--- src/sv/voxel_box_collision_query_assert.svh ---
// ----------------------------------------------------------------------------
// voxel_box_collision_query_assert.svh
// Assertion macros used by the voxel box collision query RTL.
// ----------------------------------------------------------------------------
`ifndef VOXEL_BOX_COLLISION_QUERY_ASSERT_SVH
`define VOXEL_BOX_COLLISION_QUERY_ASSERT_SVH

// Check a property on every clock edge outside reset
`define VBCQ_ASSERT(label, prop, msg) \
  label: assert property (@(posedge clk_i) disable iff (!rst_ni) (prop)) \
    else $error(msg);

// Check a property on every clock edge, reset included
`define VBCQ_ASSERT_ALWAYS(label, prop, msg) \
  label: assert property (@(posedge clk_i) (prop)) else $error(msg);

`endif

--- src/sv/vbcq_pkg.sv ---
// ----------------------------------------------------------------------------
// vbcq_pkg
// Field widths and codes of the voxel box collision query block.
// ----------------------------------------------------------------------------
`default_nettype none

package vbcq_pkg;

  // Field widths
  localparam int unsigned POS_W      = 24;
  localparam int unsigned EXT_W      = 23;
  localparam int unsigned FRAC_W     = 8;
  localparam int unsigned CELL_W     = 5;
  localparam int unsigned CODE_W     = 8;
  localparam int unsigned CFG_IDX_W  = 2;
  localparam int unsigned CFG_DATA_W = 24;

  // Request types
  localparam logic REQ_WRITE = 1'b0;
  localparam logic REQ_QUERY = 1'b1;

  // Configuration register indexes
  localparam logic [CFG_IDX_W-1:0] CFG_ORG_X = 2'd0;
  localparam logic [CFG_IDX_W-1:0] CFG_ORG_Y = 2'd1;
  localparam logic [CFG_IDX_W-1:0] CFG_ORG_Z = 2'd2;
  localparam logic [CFG_IDX_W-1:0] CFG_EMPTY = 2'd3;

endpackage

`default_nettype wire

--- src/sv/vbcq_axis.sv ---
// ----------------------------------------------------------------------------
// vbcq_axis
// Shared axis unit: chunk-relative floor and clamp of one box axis.
// ----------------------------------------------------------------------------
`default_nettype none

module vbcq_axis #(
  parameter int unsigned SIDE = 32,
  parameter int unsigned IW   = 5
) (
  input  logic signed [vbcq_pkg::POS_W-1:0] pos_i,
  input  logic [vbcq_pkg::EXT_W-1:0]        ext_i,
  input  logic signed [vbcq_pkg::POS_W-1:0] org_i,
  output logic [IW-1:0]                     lo_o,
  output logic [IW-1:0]                     hi_o,
  output logic                              empty_o
);
  import vbcq_pkg::*;

  localparam int unsigned CW = POS_W - FRAC_W;
  localparam logic [CW:0] SideM1 = (CW+1)'(SIDE - 1);

  logic [POS_W:0]   rel;
  logic [POS_W+1:0] fin;
  logic [CW:0]      a_cell;
  logic [CW+1:0]    b_cell;
  logic [CW-1:0]    lo_full;
  logic [CW:0]      hi_full;

  // Box ends relative to the chunk origin
  assign rel = {pos_i[POS_W-1], pos_i} - {org_i[POS_W-1], org_i};
  assign fin = {rel[POS_W], rel} + {{(POS_W+2-EXT_W){1'b0}}, ext_i};

  // Floor to cell index: drop the fraction bits of a two's complement value
  assign a_cell = rel[POS_W:FRAC_W];
  assign b_cell = fin[POS_W+1:FRAC_W];

  // Clamp the lower end to 0 and the upper end to the last cell
  assign lo_full = a_cell[CW] ? '0 : a_cell[CW-1:0];

  always_comb begin
    if (b_cell[CW+1]) begin
      hi_full = '0;
    end else if (b_cell[CW:0] > SideM1) begin
      hi_full = SideM1;
    end else begin
      hi_full = b_cell[CW:0];
    end
  end

  // Upper end below the chunk, or lower end past the upper one
  assign empty_o = b_cell[CW+1] || ({1'b0, lo_full} > hi_full);

  assign lo_o = lo_full[IW-1:0];
  assign hi_o = hi_full[IW-1:0];

endmodule

`default_nettype wire

--- config.mk ---
export PLATFORM = sky130hd
export DESIGN_NAME = vbcq_axis
export DESIGN_NICKNAME = d
export VERILOG_FILES = /design/src/sv/voxel_box_collision_query_assert.svh /design/src/sv/vbcq_pkg.sv /design/src/sv/vbcq_axis.sv
export SDC_FILE = /design/constraint.sdc
export NUM_CORES = 1
export LEC_CHECK = 0
export ABC_AREA = 1
export BUFFER_PORTS_ARGS = -buffer_cell sky130_fd_sc_hd__buf_2
export CELL_PAD_IN_SITES_DETAIL_PLACEMENT = 0
export CELL_PAD_IN_SITES_GLOBAL_PLACEMENT = 2
export CORE_ASPECT_RATIO = 2
export CORE_UTILIZATION = 30
export DETAILED_ROUTE_END_ITERATION = 8
export PLACE_DENSITY = 0.95
export SYNTH_ARGS = -nofsm -noshare
export SYNTH_HDL_FRONTEND = slang
export SYNTH_SLANG_ARGS = --single-unit
--- constraint.sdc ---
create_clock -name vclk -period 6.4
set_input_delay 0.32 -clock vclk [all_inputs]
set_output_delay 0.32 -clock vclk [all_outputs]
set_load 0.05 [all_outputs]
==> out/results.tsv <==
stage	metric	value	unit
pwr	combPwrFrac	100.0	%
place	post-dp-hpwl	11.4	mm
logic_synthesis	ys_top_cells_by_area	nand2_1, ha_1, inv_1	
logic_synthesis	synth_largest_area_cell	nand2_1	
setup_path	crit_fanout	6	
final_layout	nFillCells	1285	
pwr	ir_drop	95.7	uV
final_layout	clkbuf_count	0	
logic_synthesis	yosysMostFrequentCell	nand2_1	
setup_path	crit_family	simple AND/OR/NAND/NOR gates	
floorplanning	dieArea	12000	sq um
hold_path	hp-class	primary input to output pin	
pwr	power.internal	249	uW
setup_path	critPathCaptureType	output pin	
logic_synthesis	ys_seq_area_share	0	%
clock_network	ctsResizeCount	0	
final_layout	area_growth	18.0	%
logic_synthesis	ys_types	35	
final_layout	final_util	36.3	%
setup_path	cpMaxStageDelayCell	fa_1	
floorplanning	coreArea	11200	sq um
setup_path	worstPathRequired	6.08	ns
logic_synthesis	synthTopCellsByCount	nand2_1, inv_1, ha_1	
final_layout	antenna_cells	0	
final_layout	nNetsFinal	875	
sta	hold_viol_final	0	
hold_path	hold_start	pos_i[8]	
setup_path	critPathKind	primary input to output pin	
clock_network	post-cts-setup-buffers	0	
sta	post-route-period-util	91.5	%
pwr	p_sw	522	uW
sta	setup_tns	0	ns
pwr	power_density	190	nW/um^2
sta	period_needed	5.86	ns
place	numPortBuffers	82	
logic_synthesis	ys_warn_count	0	
sta	rsz0062_at_grt	false	
pwr	pwr-share-seq	0	%
logic_synthesis	synthesis.area	3450	sq um
place	pre_cts_slack	0.571	ns
logic_synthesis	synth_top_cell_area_share	23.5	%
sta	holdWs	1.45	ns
status	outcome	completed	
place	gp_congestion	0.912	
sta	final_max_slew_viol_count	0	
sta	finalWorstSetupSlack	0.541	ns
global_route	antenna_found_initial	0	
setup_path	crit_buf_inv	3	
global_route	grt_usage	20.9	%
logic_synthesis	syn_inst	648	
floorplanning	die_h	154	um
setup_path	cpMostUsedCell	nand2_1	
floorplanning	start_util	30.7	%
logic_synthesis	avgSynthCellArea	5.32	sq um
pwr	power.share.clock	0	%
final_layout	regArea	0	sq um
hold_path	holdPathStages	6	
route	wl	12.3	mm
floorplanning	pin_count	82	
global_route	grt_max_degree	16	
setup_path	crit_path_start_kind	primary input	
route	vias_per_cell	4.79	
pwr	power.total	771	uW
clock_network	cts_hold_buf	0	
floorplanning	fp-row-count	55	
hold_path	hold_path_end	lo_o[0]	
route	first_pass_iters	4	
sta	setup_violations	0	
global_route	grt_pass1_wl	19.7	mm
final_layout	drive_gt1_share	14.9	%
pwr	leakage	0.00251	uW
route	antenna_left	0	
route	wl_per_cell	13.9	um
global_route	globalRouteOverflowTotal	0	
sta	clock.fmax	171	MHz
route	first_iter_violations	178	
route	drc_errors	0	
final_layout	seq_cells	0	
flow_run	maxCapViolations	0	
floorplanning	die_w	77.8	um
route	vias	4221	
pwr	swShare	67.7	%
global_route	grt_pass1_vias	4461	
setup_path	crit_arrival	5.54	ns
setup_path	critPathMaxStageDelay	0.43	ns
cells in the final DEF, fill, tap and decap left out, drive strengths merged:
| cell type | count |
|---|---|
| nor4 | 3 |
| and2 | 3 |
| o211ai | 1 |
| conb | 11 |
| nor2 | 68 |
| a21oi | 50 |
| clkinv | 1 |
| inv | 124 |
| a31o | 1 |
| nand2 | 224 |
| o21bai | 2 |
| nand3 | 31 |
| nand4 | 13 |
| ha | 62 |
| nor3 | 5 |
| xnor2 | 9 |
| buf | 82 |
| xor2 | 17 |
| a31oi | 1 |
| nand3b | 5 |
| o21ai | 17 |
| a211oi | 1 |
| o221ai | 1 |
| a21o | 5 |
| fa | 1 |
| a21boi | 1 |
worst min-delay path: stages:
cell and delay, ns:
buf_2 0.08, ha_1 0.21, xor2_1 0.16, nand2_1 0.11, inv_1 0.04, buf_2 0.20
cells by family (layout without fill, tap and decap cells):
kind of cell / Yosys count / in the layout / share of synthesized area (%)
adder cells (fa/ha/maj): 63 / 63 / 23.1
AO/OA/AOI/OAI: 80 / 80 / 13.0
AND/OR/NAND/NOR: 352 / 352 / 43.4
other: 1 / 11 / 0.109
XOR/XNOR: 26 / 26 / 6.60
buffers and inverters: 126 / 207 / 13.8
how the worst max path moves through the flow:
stage | startpoint | to | cells past startpoint
3_3_place_gp | pos_i[0] | empty_o | 38
5_1_grt | pos_i[0] | empty_o | 38
3_5_place_dp | pos_i[0] | empty_o | 38
6_report | pos_i[0] | empty_o | 38
2_1_floorplan | pos_i[0] | empty_o | 35
4_1_cts | pos_i[0] | empty_o | 38
power by group through the flow:
stage          logic [uW]  clock network, uW  registers, uW
2_1_floorplan         564                  0              0
3_3_place_gp          769                  0              0
3_5_place_dp          773                  0              0
4_1_cts               777                  0              0
5_1_grt               865                  0              0
6_report              771                  0              0
metal layers:
metal	part of all wire, %	global-route usage, %	up-vias
met2	61	47.3	92
li1	-	-	2230
met1	31	16.3	1861
met3	2.3	1.07	38
met5	0	0	-
met4	5.6	10.6	0
through the flow:
stage               cells  instance area (sq um)
floorplan             658                   3490
global placement      881                   4070
detailed placement    881                   4070
CTS                   881                   4070
global route          881                   4070
finish                881                   4070
cell type report:
class,instances,area [sq um],share of cell area (%)
Multi-Input combinational cell,532,3010,74.0
Inverter,125,469,11.5
Timing Repair Buffer,82,410,10.1
Tap cell,142,178,4.37
Note: power is estimated with default switching activity, not from simulation.
